## config.mk

```make
export PLATFORM = sky130hd
export DESIGN_NAME = golden_section_minimum_search
export DESIGN_NICKNAME = d
export VERILOG_FILES = /design/src/sv/gss_pkg.sv /design/src/sv/golden_section_minimum_search.sv /design/src/sv/gss_ctrl.sv /design/src/sv/gss_datapath.sv
export SDC_FILE = /design/constraint.sdc
export NUM_CORES = 2
export LEC_CHECK = 0
export ABC_AREA = 0
export BUFFER_PORTS_ARGS = -buffer_cell sky130_fd_sc_hd__buf_4
export CORE_MARGIN = 4
export CORE_UTILIZATION = 45
export CTS_CLUSTER_DIAMETER = 60
export CTS_CLUSTER_SIZE = 30
export DETAILED_ROUTE_END_ITERATION = 6
export PLACE_DENSITY = 0.7
export SETUP_SLACK_MARGIN = 0.5
export SKIP_LAST_GASP = 1
export SYNTH_ARGS = -nofsm -noshare
export SYNTH_HDL_FRONTEND = slang
export SYNTH_HIERARCHICAL = 1
export SYNTH_SLANG_ARGS = --single-unit
```

## constraint.sdc

```tcl
create_clock -name clk -period 13.53 [get_ports clk]
set_clock_uncertainty 0.15 [all_clocks]
set_input_delay 0.6765 -clock clk [delete_from_list [all_inputs] [get_ports clk]]
set_output_delay 0.6765 -clock clk [all_outputs]
set_load 0.05 [all_outputs]
```

## src/sv/gss_pkg.sv

```systemverilog
// Shared types and constants of the golden section minimum search.
package gss_pkg;

	localparam int PT_W   = 24;
	localparam int VAL_W  = 32;
	localparam int TOL_W  = 23;
	localparam int ADDR_W = 3;

	// Golden ratio (sqrt(5) - 1) / 2 in Q0.32.
	localparam logic [31:0] RATIO_Q32 = 32'h9E37_79B9;

	localparam logic [TOL_W-1:0] TOL_RESET = 23'd5898;

	// Register index, taken from paddr[2].
	localparam logic [0:0] REG_TOLERANCE = 1'b0;

	// Positions of the four probe points within one step.
	localparam logic [1:0] PT_LEFT      = 2'd0;
	localparam logic [1:0] PT_LEFT_INT  = 2'd1;
	localparam logic [1:0] PT_RIGHT_INT = 2'd2;
	localparam logic [1:0] PT_RIGHT     = 2'd3;

	typedef enum logic [3:0] {
		S_IDLE,
		S_SPAN,
		S_RMUL,
		S_RWB,
		S_CHECK,
		S_POINTS,
		S_ISSUE,
		S_DRAIN1,
		S_DRAIN2,
		S_UPDATE,
		S_FISSUE,
		S_FWAIT,
		S_OUT
	} state_t;

	typedef struct packed {
		logic       load;
		logic       span;
		logic       ratio_mul;
		logic       ratio_wb;
		logic       check;
		logic       points;
		logic       issue;
		logic       issue_fin;
		logic [1:0] sel;
		logic       update;
		logic       out_load;
	} cmd_t;

	typedef struct packed {
		logic span_gt_tol;
		logic step_go;
	} stat_t;

endpackage

```

## src/sv/golden_section_minimum_search.sv

```systemverilog
// Top level of the golden section minimum search with its configuration register.
//
// This block takes an interval [interval_low, interval_high] in signed Q8.16
// and searches it for the minimum of f(x) = x*x - 4x + 1 by golden section.
// Every shrink step evaluates f at both ends and at two interior points on one
// shared multiplier, then keeps the sub-interval around the least value, the
// leftmost one on ties. The result item carries the best point, f at that point
// and a flag that is set when the search ran into the MAX_STEPS limit with the
// gap still above the tolerance. An interval no wider than the tolerance
// returns interval_low at once. One item is in work at a time: a search runs
// a setup, its shrink steps and a wind-down that evaluates f at the best
// point, and an item with no step skips the steps. The four evaluations of a
// step, issued one per cycle into the multiplier and its two stage pipeline,
// set the cost of a step. A finished result waits in an output register, so
// the next item is taken while it is still unread. The tolerance register sits
// at byte address 0 of the APB port, resets to 5898 and must only be written
// while no search is running.
module golden_section_minimum_search #(
	parameter int FRAC_BITS = 16,
	parameter int MAX_STEPS = 64
) (
	input  logic                               clk,
	input  logic                               arst_n,
	input  logic                               in_valid,
	output logic                               in_stall,
	input  logic signed [gss_pkg::PT_W-1:0]    interval_low,
	input  logic signed [gss_pkg::PT_W-1:0]    interval_high,
	output logic                               out_valid,
	input  logic                               out_stall,
	output logic signed [gss_pkg::PT_W-1:0]    best_point,
	output logic signed [gss_pkg::VAL_W-1:0]   best_value,
	output logic                               step_limit_hit,
	input  logic                               psel,
	input  logic                               penable,
	input  logic                               pwrite,
	input  logic        [gss_pkg::ADDR_W-1:0]  paddr,
	input  logic        [31:0]                 pwdata,
	output logic        [31:0]                 prdata,
	output logic                               pready
);

	gss_pkg::cmd_t  cmd;
	gss_pkg::stat_t st;

	logic [gss_pkg::TOL_W-1:0] tol_q;
	logic                      tol_sel;

	// The only register decodes on address bit 2; higher addresses read zero.
	assign pready  = 1'b1;
	assign tol_sel = (paddr[2:2] == gss_pkg::REG_TOLERANCE);

	always_ff @(posedge clk or negedge arst_n) begin
		if (!arst_n) begin
			tol_q <= gss_pkg::TOL_RESET;
		end else if (psel && penable && pwrite && pready && tol_sel) begin
			tol_q <= pwdata[gss_pkg::TOL_W-1:0];
		end
	end

	assign prdata = tol_sel ? {(32 - gss_pkg::TOL_W)'(0), tol_q} : 32'd0;

	gss_ctrl u_ctrl (
		.clk       (clk),
		.arst_n    (arst_n),
		.in_valid  (in_valid),
		.in_stall  (in_stall),
		.out_valid (out_valid),
		.out_stall (out_stall),
		.st        (st),
		.cmd       (cmd)
	);

	gss_datapath #(
		.FRAC_BITS (FRAC_BITS),
		.MAX_STEPS (MAX_STEPS)
	) u_datapath (
		.clk            (clk),
		.arst_n         (arst_n),
		.cmd            (cmd),
		.st             (st),
		.tol            (tol_q),
		.interval_low   (interval_low),
		.interval_high  (interval_high),
		.best_point     (best_point),
		.best_value     (best_value),
		.step_limit_hit (step_limit_hit)
	);

endmodule

```

## src/sv/gss_ctrl.sv

```systemverilog
// Controller state machine of the golden section minimum search.
module gss_ctrl (
	input  logic           clk,
	input  logic           arst_n,
	input  logic           in_valid,
	output logic           in_stall,
	output logic           out_valid,
	input  logic           out_stall,
	input  gss_pkg::stat_t st,
	output gss_pkg::cmd_t  cmd
);

	gss_pkg::state_t state_q, state_d;
	logic [1:0]      k_q, k_d;
	logic            out_valid_q, out_valid_d;
	logic            out_free;

	assign out_free  = !out_valid_q || !out_stall;
	assign in_stall  = (state_q != gss_pkg::S_IDLE);
	assign out_valid = out_valid_q;

	always_ff @(posedge clk or negedge arst_n) begin
		if (!arst_n) begin
			state_q     <= gss_pkg::S_IDLE;
			k_q         <= '0;
			out_valid_q <= 1'b0;
		end else begin
			state_q     <= state_d;
			k_q         <= k_d;
			out_valid_q <= out_valid_d;
		end
	end

	always_comb begin
		state_d     = state_q;
		k_d         = k_q;
		cmd         = '0;
		out_valid_d = out_valid_q && out_stall;
		unique case (state_q)
			gss_pkg::S_IDLE: begin
				if (in_valid) begin
					cmd.load = 1'b1;
					state_d  = gss_pkg::S_SPAN;
				end
			end
			gss_pkg::S_SPAN: begin
				cmd.span = 1'b1;
				state_d  = st.span_gt_tol ? gss_pkg::S_RMUL : gss_pkg::S_FISSUE;
			end
			gss_pkg::S_RMUL: begin
				cmd.ratio_mul = 1'b1;
				state_d       = gss_pkg::S_RWB;
			end
			gss_pkg::S_RWB: begin
				cmd.ratio_wb = 1'b1;
				state_d      = gss_pkg::S_CHECK;
			end
			gss_pkg::S_CHECK: begin
				cmd.check = 1'b1;
				state_d   = st.step_go ? gss_pkg::S_POINTS : gss_pkg::S_FISSUE;
			end
			gss_pkg::S_POINTS: begin
				cmd.points = 1'b1;
				k_d        = '0;
				state_d    = gss_pkg::S_ISSUE;
			end
			gss_pkg::S_ISSUE: begin
				cmd.issue = 1'b1;
				cmd.sel   = k_q;
				k_d       = k_q + 2'd1;
				if (k_q == gss_pkg::PT_RIGHT) begin
					state_d = gss_pkg::S_DRAIN1;
				end
			end
			gss_pkg::S_DRAIN1: begin
				state_d = gss_pkg::S_DRAIN2;
			end
			gss_pkg::S_DRAIN2: begin
				state_d = gss_pkg::S_UPDATE;
			end
			gss_pkg::S_UPDATE: begin
				cmd.update = 1'b1;
				state_d    = gss_pkg::S_CHECK;
			end
			gss_pkg::S_FISSUE: begin
				cmd.issue_fin = 1'b1;
				state_d       = gss_pkg::S_FWAIT;
			end
			gss_pkg::S_FWAIT: begin
				state_d = gss_pkg::S_OUT;
			end
			gss_pkg::S_OUT: begin
				if (out_free) begin
					cmd.out_load = 1'b1;
					out_valid_d  = 1'b1;
					state_d      = gss_pkg::S_IDLE;
				end
			end
			default: begin
				state_d = gss_pkg::S_IDLE;
			end
		endcase
	end

`ifndef ASSERT_OFF
	a_out_load_free: assert property (@(posedge clk) disable iff (!arst_n)
		cmd.out_load |-> (!out_valid_q || !out_stall))
		else $error("result loaded over an untaken result");

	a_issue_starts_left: assert property (@(posedge clk) disable iff (!arst_n)
		state_q == gss_pkg::S_POINTS |=> k_q == gss_pkg::PT_LEFT)
		else $error("probe issue does not start at the left end");
`endif

endmodule

```

## src/sv/gss_datapath.sv

```systemverilog
// Datapath of the golden section minimum search: ends, gaps, shared multiplier, output register.
module gss_datapath #(
	parameter int FRAC_BITS = 16,
	parameter int MAX_STEPS = 64
) (
	input  logic                              clk,
	input  logic                              arst_n,
	input  gss_pkg::cmd_t                     cmd,
	output gss_pkg::stat_t                    st,
	input  logic        [gss_pkg::TOL_W-1:0]  tol,
	input  logic signed [gss_pkg::PT_W-1:0]   interval_low,
	input  logic signed [gss_pkg::PT_W-1:0]   interval_high,
	output logic signed [gss_pkg::PT_W-1:0]   best_point,
	output logic signed [gss_pkg::VAL_W-1:0]  best_value,
	output logic                              step_limit_hit
);

	localparam int SCW = $clog2(MAX_STEPS + 1);
	localparam logic [48:0] SQ_RND = 49'(1) << (FRAC_BITS - 1);
	localparam logic signed [50:0] F_ONE = 51'sd1 <<< FRAC_BITS;
	localparam logic signed [50:0] V_MAX = 51'sd2147483647;
	localparam logic signed [50:0] V_MIN = -51'sd2147483648;
	localparam logic signed [25:0] P_MAX = 26'sd8388607;
	localparam logic signed [25:0] P_MIN = -26'sd8388608;

	logic signed [23:0] left_q, right_q, best_q, p1_q, p2_q;
	logic        [23:0] cur_q, next_q, small_q;
	logic        [SCW-1:0] step_q;
	logic               limit_q;
	logic signed [31:0] min_val_q;
	logic        [1:0]  min_idx_q;

	logic signed [57:0] prod_s1;
	logic signed [23:0] pt_s1;
	logic        [1:0]  idx_s1;
	logic               vld_s1;
	logic signed [31:0] val_s2;
	logic        [1:0]  idx_s2;
	logic               vld_s2;

	logic signed [23:0] out_point_q;
	logic signed [31:0] out_value_q;
	logic               out_limit_q;

	logic signed [24:0] span;
	logic        [23:0] tol_ext;
	logic signed [23:0] x_sel, pick_pt;
	logic signed [24:0] mul_a;
	logic signed [32:0] mul_b;
	logic        [56:0] rsum;
	logic signed [25:0] ps1, ps2;
	logic        [48:0] sq_rnd, sq;
	logic signed [50:0] v_full;
	logic signed [31:0] v_sat;
	logic               mul_en;

	function automatic logic signed [23:0] pt_at(input logic [1:0] i,
		input logic signed [23:0] a, input logic signed [23:0] b,
		input logic signed [23:0] c, input logic signed [23:0] d);
		logic signed [23:0] r;
		unique case (i)
			gss_pkg::PT_LEFT:      r = a;
			gss_pkg::PT_LEFT_INT:  r = b;
			gss_pkg::PT_RIGHT_INT: r = c;
			default:               r = d;
		endcase
		return r;
	endfunction

	function automatic logic signed [23:0] sat_pt(input logic signed [25:0] s);
		logic signed [23:0] r;
		if (s > P_MAX) begin
			r = P_MAX[23:0];
		end else if (s < P_MIN) begin
			r = P_MIN[23:0];
		end else begin
			r = s[23:0];
		end
		return r;
	endfunction

	assign tol_ext = {1'b0, tol};
	assign span    = 25'(right_q) - 25'(left_q);

	assign st.span_gt_tol = span > $signed({2'b00, tol});
	assign st.step_go     = (cur_q > tol_ext) && (step_q < SCW'(MAX_STEPS));

	assign pick_pt = pt_at(min_idx_q, left_q, p1_q, p2_q, right_q);
	assign x_sel   = cmd.issue_fin ? best_q : pt_at(cmd.sel, left_q, p1_q, p2_q, right_q);

	// One multiplier serves both the golden ratio product and the squares.
	always_comb begin
		if (cmd.ratio_mul) begin
			mul_a = $signed({1'b0, cur_q});
			mul_b = $signed({1'b0, gss_pkg::RATIO_Q32});
		end else begin
			mul_a = 25'(x_sel);
			mul_b = 33'(x_sel);
		end
	end

	assign mul_en = cmd.ratio_mul || cmd.issue || cmd.issue_fin;
	assign rsum   = {1'b0, prod_s1[55:0]} + 57'(32'h8000_0000);

	assign ps1 = 26'(left_q) + $signed({2'b00, small_q});
	assign ps2 = 26'(right_q) - $signed({2'b00, small_q});

	// f(x) = round(x*x) - 4x + 1, saturated to 32 bits.
	assign sq_rnd = {1'b0, prod_s1[47:0]} + SQ_RND;
	assign sq     = sq_rnd >> FRAC_BITS;
	assign v_full = $signed({2'b00, sq}) - (51'(pt_s1) <<< 2) + F_ONE;

	always_comb begin
		if (v_full > V_MAX) begin
			v_sat = V_MAX[31:0];
		end else if (v_full < V_MIN) begin
			v_sat = V_MIN[31:0];
		end else begin
			v_sat = v_full[31:0];
		end
	end

	always_ff @(posedge clk or negedge arst_n) begin
		if (!arst_n) begin
			vld_s1  <= 1'b0;
			vld_s2  <= 1'b0;
			step_q  <= '0;
			limit_q <= 1'b0;
		end else begin
			vld_s1 <= cmd.issue || cmd.issue_fin;
			vld_s2 <= vld_s1;
			if (cmd.load) begin
				step_q  <= '0;
				limit_q <= 1'b0;
			end
			if (cmd.check) begin
				limit_q <= cur_q > tol_ext;
			end
			if (cmd.update) begin
				step_q <= step_q + SCW'(1);
			end
		end
	end

	always_ff @(posedge clk) begin
		if (cmd.load) begin
			left_q  <= interval_low;
			right_q <= interval_high;
			best_q  <= interval_low;
		end
		if (cmd.span) begin
			cur_q  <= st.span_gt_tol ? span[23:0] : '0;
			next_q <= '0;
		end
		if (cmd.ratio_wb) begin
			next_q <= rsum[55:32];
		end
		if (cmd.check) begin
			small_q <= (cur_q >= next_q) ? (cur_q - next_q) : '0;
		end
		if (cmd.points) begin
			p1_q <= sat_pt(ps1);
			p2_q <= sat_pt(ps2);
		end
		if (cmd.update) begin
			best_q <= pick_pt;
			if (min_idx_q == gss_pkg::PT_LEFT || min_idx_q == gss_pkg::PT_LEFT_INT) begin
				right_q <= p2_q;
			end else begin
				left_q <= p1_q;
			end
			cur_q  <= next_q;
			next_q <= small_q;
		end
		if (mul_en) begin
			prod_s1 <= mul_a * mul_b;
			pt_s1   <= x_sel;
			idx_s1  <= cmd.issue_fin ? gss_pkg::PT_LEFT : cmd.sel;
		end
		if (vld_s1) begin
			val_s2 <= v_sat;
			idx_s2 <= idx_s1;
		end
		// Running minimum, first position wins on ties.
		if (vld_s2) begin
			if (idx_s2 == gss_pkg::PT_LEFT || val_s2 < min_val_q) begin
				min_val_q <= val_s2;
				min_idx_q <= idx_s2;
			end
		end
		if (cmd.out_load) begin
			out_point_q <= best_q;
			out_value_q <= val_s2;
			out_limit_q <= limit_q;
		end
	end

	assign best_point     = out_point_q;
	assign best_value     = out_value_q;
	assign step_limit_hit = out_limit_q;

`ifndef ASSERT_OFF
	a_pipe_empty_on_update: assert property (@(posedge clk) disable iff (!arst_n)
		cmd.update |-> (!vld_s1 && !vld_s2))
		else $error("interval updated while evaluations are in flight");

	a_next_below_cur: assert property (@(posedge clk) disable iff (!arst_n)
		$past(cmd.ratio_wb) |-> next_q <= cur_q)
		else $error("second gap exceeds the first gap");

	a_step_bound: assert property (@(posedge clk) disable iff (!arst_n)
		step_q <= SCW'(MAX_STEPS))
		else $error("step count beyond the step limit");
`endif

endmodule
```

# After elaboration in Yosys (flattened, before gate mapping)
# Cells that the tools add are included.
[classes]
addsub = 10
eq_ne = 20
muxes = 49
magnitude_cmp = 11
n_div = 0
reduce_logical = 26
bitwise = 1
shifts = 0
multipliers = 1
[op_table]
columns = ["op", "n"]
rows = [
  ["$mux W24", 17],
  ["$pmux W24 S3", 2],
  ["$add A56 B32 Y56 const B", 1],
  ["$mul A25 B33 Y56", 1],
  ["$gt A26 B24 Y1 const B", 2],
  ["$lt A26 B24 Y1 const B", 2],
  ["$add A51 B18 Y51 const B", 1],
  ["$gt A51 B32 Y1 const B", 1],
  ["$lt A51 B32 Y1 const B", 1],
  ["$add A48 B16 Y49 const B", 1],
  ["$pmux W4 S12", 1],
  ["$sub A34 B26 Y35", 1],
  ["$mux W33", 1],
  ["$lt A32 B32 Y1", 1],
  ["$mux W32", 1],
  ["$add A24 B25 Y26", 1],
  ["$sub A24 B25 Y26", 1],
  ["$gt A25 B24 Y1", 1],
  ["$mux W25", 1],
  ["$sub A24 B24 Y25", 1],
  ["$ge A24 B24 Y1", 1],
  ["$gt A24 B23 Y1", 1],
  ["$sub A24 B24 Y24", 1],
  ["$mux W23", 1],
  ["other kinds (28)", 75],
]
[word_totals]
memories = 0
ramBits = 0
out_inout_bits = 92
inputBits = 90
romBits = 0
ff_bits = 439
latch_bits = 0
word_cells = 144

# Longest topological paths before layout
[logic_depth]
word_depth = 7
ltp_mapped = 38
ltp_nobuf = 34

# Cells and area by module
# Netlist, hierarchy kept.
[by_module_without_submodules]
columns = ["module", "area_each_um2", "cells_per_inst", "seq_area_each_um2", "instances"]
rows = [
  ["gss_datapath", 50802.5, 5115, 11300.8, 1],
  ["golden_section_minimum_search", 1198.6, 86, 583.1, 1],
  ["gss_ctrl", 531.8, 64, 175.2, 1],
]

# Worst setup path before layout
# No wires, ideal clock.
[synth_path]
path_type = "register -> register"
from = "register u_ctrl.state_q[0]"
to = "register u_datapath.prod_s1[49], data pin"
setup_time_ns = 0.258
n_path_buf = 5
arrival_time_ns = 9.632
stages_incl_launch_ff = 36
slack_ns = 3.491
synth_period_minus_slack_ns = 10.039
required_ns = 13.122
cell_sequence = "dfrtp_1 > buf_4 > nand2b_1 > nor2_1 > and2_1 > clkbuf_1 > clkbuf_1 > clkbuf_1 > mux4_2 > mux2i_1 > nand2_1 > o21ai_0 > clkbuf_1 > nor2_1 > fa_1 > inv_1 > fa_1 > inv_1 > fa_1 > fa_1 > fa_1 > fa_1 > inv_1 > fa_1 > inv_1 > ha_1 > a21oi_1 > o21ai_0 > a41oi_1 > nand4b_1 > o2111a_1 > or3b_4 > a211o_1 > a21o_1 > a21oi_2 > xnor2_1"
[synth_lines]
columns = ["element", "line", "rtl"]
rows = [
  ["from (decl)", "gss_ctrl.sv:13", "gss_pkg::state_t state_q, state_d;"],
  ["from (signal assigned)", "gss_ctrl.sv:24", "state_q <= gss_pkg::S_IDLE;"],
  ["from (signal assigned)", "gss_ctrl.sv:28", "state_q <= state_d;"],
  ["to (signal assigned)", "gss_datapath.sv:176", "prod_s1 <= mul_a * mul_b;"],
  ["to (decl)", "gss_datapath.sv:33", "logic signed [57:0] prod_s1;"],
]

==> results.py <==
metrics = {
    "setup_path": {
        "timing.rr.start": "u_ctrl/state_q[3]",
        "startpoint": "u_ctrl/state_q[3]",
        "cp.arrival_ns": 12.22,
        "setup.worst_path.end_class": "register",
        "crit_type": "register to register",
        "crit_required_ns": 13.74,
        "crit_path_start_kind": "register",
        "slowest_delay_ns": 0.57,
        "critPathMaxFanout": 19,
        "cp-endpoint": "u_datapath/prod_s1[55]",
        "rr_endpoint": "u_datapath/prod_s1[55]",
        "rrSetupSlack_ns": 1.52,
        "r2r_cells": 33,
        "crit_path_frequent_cell": "fa_1",
        "critPathSlowestCell": "dfrtp_1",
    },
    "cts": {
        "worstSkewPairLatency_ns": 0.60,
        "root_buffer": "clkbuf_16",
        "clock_sinks": 424,
        "cts_buffer_depth": 3,
        "clk_pin_slew_ns": 0.09,
        "cts-buffers-inserted": 34,
        "cts_resized": 0,
        "htreeDepth": 2,
        "cts_tree": "done",
    },
    "sta": {
        "fin_crit_sh_pct": 88.8,
        "slew_violations": 0,
        "period_needed_ns": 12.01,
        "final.setup.tns_ns": 0,
        "setup_viol": 0,
        "hold_viol": 0,
        "worst_pin_slew_ns": 1.32,
        "rsz0062_at_grt": "no",
        "max_clock_freq_mhz": 83.2,
        "slew_headroom_pct": 11.8,
    },
    "drt": {
        "totalWireLength_mm": 158,
        "routed_via_density": 5.62,
        "route.vias.total": 39000,
        "ant_nets": 0,
        "first_pass_iters": 6,
        "avgRoutedWirePerCell_um": 22.7,
        "drc_errors": 0,
        "drt-initial-drc-count": 4238,
    },
    "grt": {
        "grt_max_degree": 68,
        "antenna_found_initial": 10,
        "grt_first_pass_wirelength_mm": 241,
        "grt_use_total_pct": 25.9,
        "grt.overflow.total": 0,
        "grt_pass1_vias": 39700,
    },
    "yosys": {
        "yosysSeqAreaShare_pct": 23.0,
        "async_flop_share_pct": 9.43,
        "yosys_warnings": 6,
        "synth_area_um2": 52500,
        "synth.distinct_cells": 97,
        "synth_cells": 5265,
        "synth.ff_latch_count": 424,
        "syn_area_per_cell_um2": 9.98,
        "synth_edf_count": 336,
        "synthFlopType": "edfxtp_1",
    },
    "outcome": {
        "outcome": "finished clean",
    },
    "floorplan": {
        "fp.dieH_um": 350,
        "dieWidth_um": 350,
        "fp-row-count": 125,
        "core-area_um2": 116000,
        "start_util_pct": 45.3,
        "die-area_um2": 122000,
        "ios": 182,
    },
    "placed_design": {
        "gp_congestion": 1.03,
        "dpl.hpwl_mm": 130,
        "io_buffers": 160,
    },
    "finish": {
        "layout.nets": 6676,
        "area_growth_pct": 8.73,
        "drive_gt1_share_pct": 9.28,
        "fillers": 10600,
    },
    "hold_path": {
        "whs_path_depth": 2,
        "worstHoldPathType": "input port to register",
    },
    "job": {
        "drv_cap": 0,
    },
}
-- cells in the mapped netlist (50+ instances only) --
master,number,area (um2)
inv_1,1109,4160
fa_1,794,15900
nand2_1,486,1820
ha_1,398,4980
nor2_1,387,1450
edfxtp_1,336,10100
a21oi_1,183,916
o21ai_0,150,751
xnor2_1,140,1230
clkbuf_1,129,484
a21o_1,127,953
xor2_1,78,683
mux2i_1,62,621
nor2b_1,58,363
and3_1,50,313
-- worst max-delay path, delay by kind of cell (launching register included) --
family / cells / cell delay, ns
and+or+nand+nor: 8 / 2.75
DFF: 1 / 0.57
xor gates and xnor gates: 1 / 0.13
buffers and inverters: 7 / 1.39
AOI/OAI and AO/OA: 7 / 2.04
muxes: 2 / 0.71
adders and majority gates: 8 / 4.03
-- cells in the final DEF, fill, tap and decap left out, drive strengths merged, types with 16 or more instances in the layout --
cell    count
dfxtp      48
xnor2     140
nand3      48
clkbuf     36
a21oi     191
o21ai     171
nor2b      58
dfrtp      34
o22ai      45
nand2b     43
buf       255
fa        794
mux4       48
nor2      387
nand2     487
and3       50
or3        23
nand4      37
a21o      127
xor2       78
a31oi      16
ha        398
o21a       39
edfxtp    336
o21bai     18
and2       21
mux2       65
mux2i      63
nor3       36
inv      1123
-- routing by layer --
metal | vias up | GRT usage (%) | share of wire (%)
met1 | 19400 | 35.3 | 40
li1 | 17200 | - | -
met3 | 431 | 6.13 | 11
met5 | - | 0 | 0.0082
met4 | 2 | 11.5 | 5.6
met2 | 1989 | 39.7 | 44
-- cell type report --
type,count,area (um2),share of cell area [%]
multi-input combinational,3565,35700,62.5
sequential,424,12100,21.1
inverter,1113,4180,7.32
timing repair buffer,256,1920,3.37
tap,1524,1910,3.34
clock buffer,36,890,1.56
clock inverter,26,445,0.780
antenna,2,5.00,0.00876
-- kinds of logic (layout without fill, tap and decap cells) --
group,count (synthesis),count (layout),share of synthesized area (%)
DFF,424,424,23.0
and+or+nand+nor,1238,1238,10.5
other,3,13,0.0214
xor gates and xnor gates,218,218,3.63
buffers and inverters,1284,1431,9.35
muxes,176,176,4.82
AOI/OAI and AO/OA,730,730,8.95
adders and majority gates,1192,1192,39.7
-- how the worst min path moves through the flow --
stage / from / to / slack, ns
floorplan: arst_n / tol_q[0] / 0.23
global placement: u_datapath/idx_s1[1] / u_datapath/idx_s2[1] / 0.26
detailed placement: u_datapath/idx_s1[0] / u_datapath/idx_s2[0] / 0.26
CTS: pwdata[6] / tol_q[6] / 0.13
global route: pwdata[5] / tol_q[5] / 0.14
finish: pwdata[6] / tol_q[6] / 0.16
-- stage by stage --
| stage | std cells | hold slack (ns) | setup WS [ns] | cell area (um2) | utilization (%) |
|---|---|---|---|---|---|
| after global routing | 6944 | 0.140 | 1.21 | 57100 | 49.2 |
| after CTS | 6944 | 0.131 | 1.73 | 57100 | 49.2 |
| after global placement | 6881 | 0.260 | 1.90 | 55800 | 48.1 |
| after floorplan | 5273 | 0.231 | 3.49 | 52600 | - |
| final | 6946 | 0.161 | 1.52 | 57100 | 49.2 |
| after detailed placement | 6881 | 0.262 | 1.79 | 55800 | 48.1 |
-- repair_timing --
item	in CTS	in global routing
setup buffers	0	0
endpoints found under the hold margin	23	0
hold buffers	1	0
-- sequential cells by signal (all words and copies together) (netlist names), 23 cells and up --
| name | count |
|---|---|
| u_datapath/min_val_q | 32 |
| u_datapath/p2_q | 24 |
| u_datapath/right_q | 24 |
| u_datapath/p1_q | 24 |
| tol_q | 23 |
| u_datapath/best_point | 24 |
| u_datapath/left_q | 24 |
| u_datapath/small_q | 24 |
| u_datapath/best_q | 24 |
| u_datapath/next_q | 24 |
| u_datapath/best_value | 32 |
| u_datapath/val_s2 | 32 |
| u_datapath/pt_s1 | 24 |
| u_datapath/prod_s1 | 41 |
| u_datapath/cur_q | 24 |
Power is left out: the tool's default activity adds up to more than one toggle a clock period on the data nets, which glitch-free logic cannot reach.
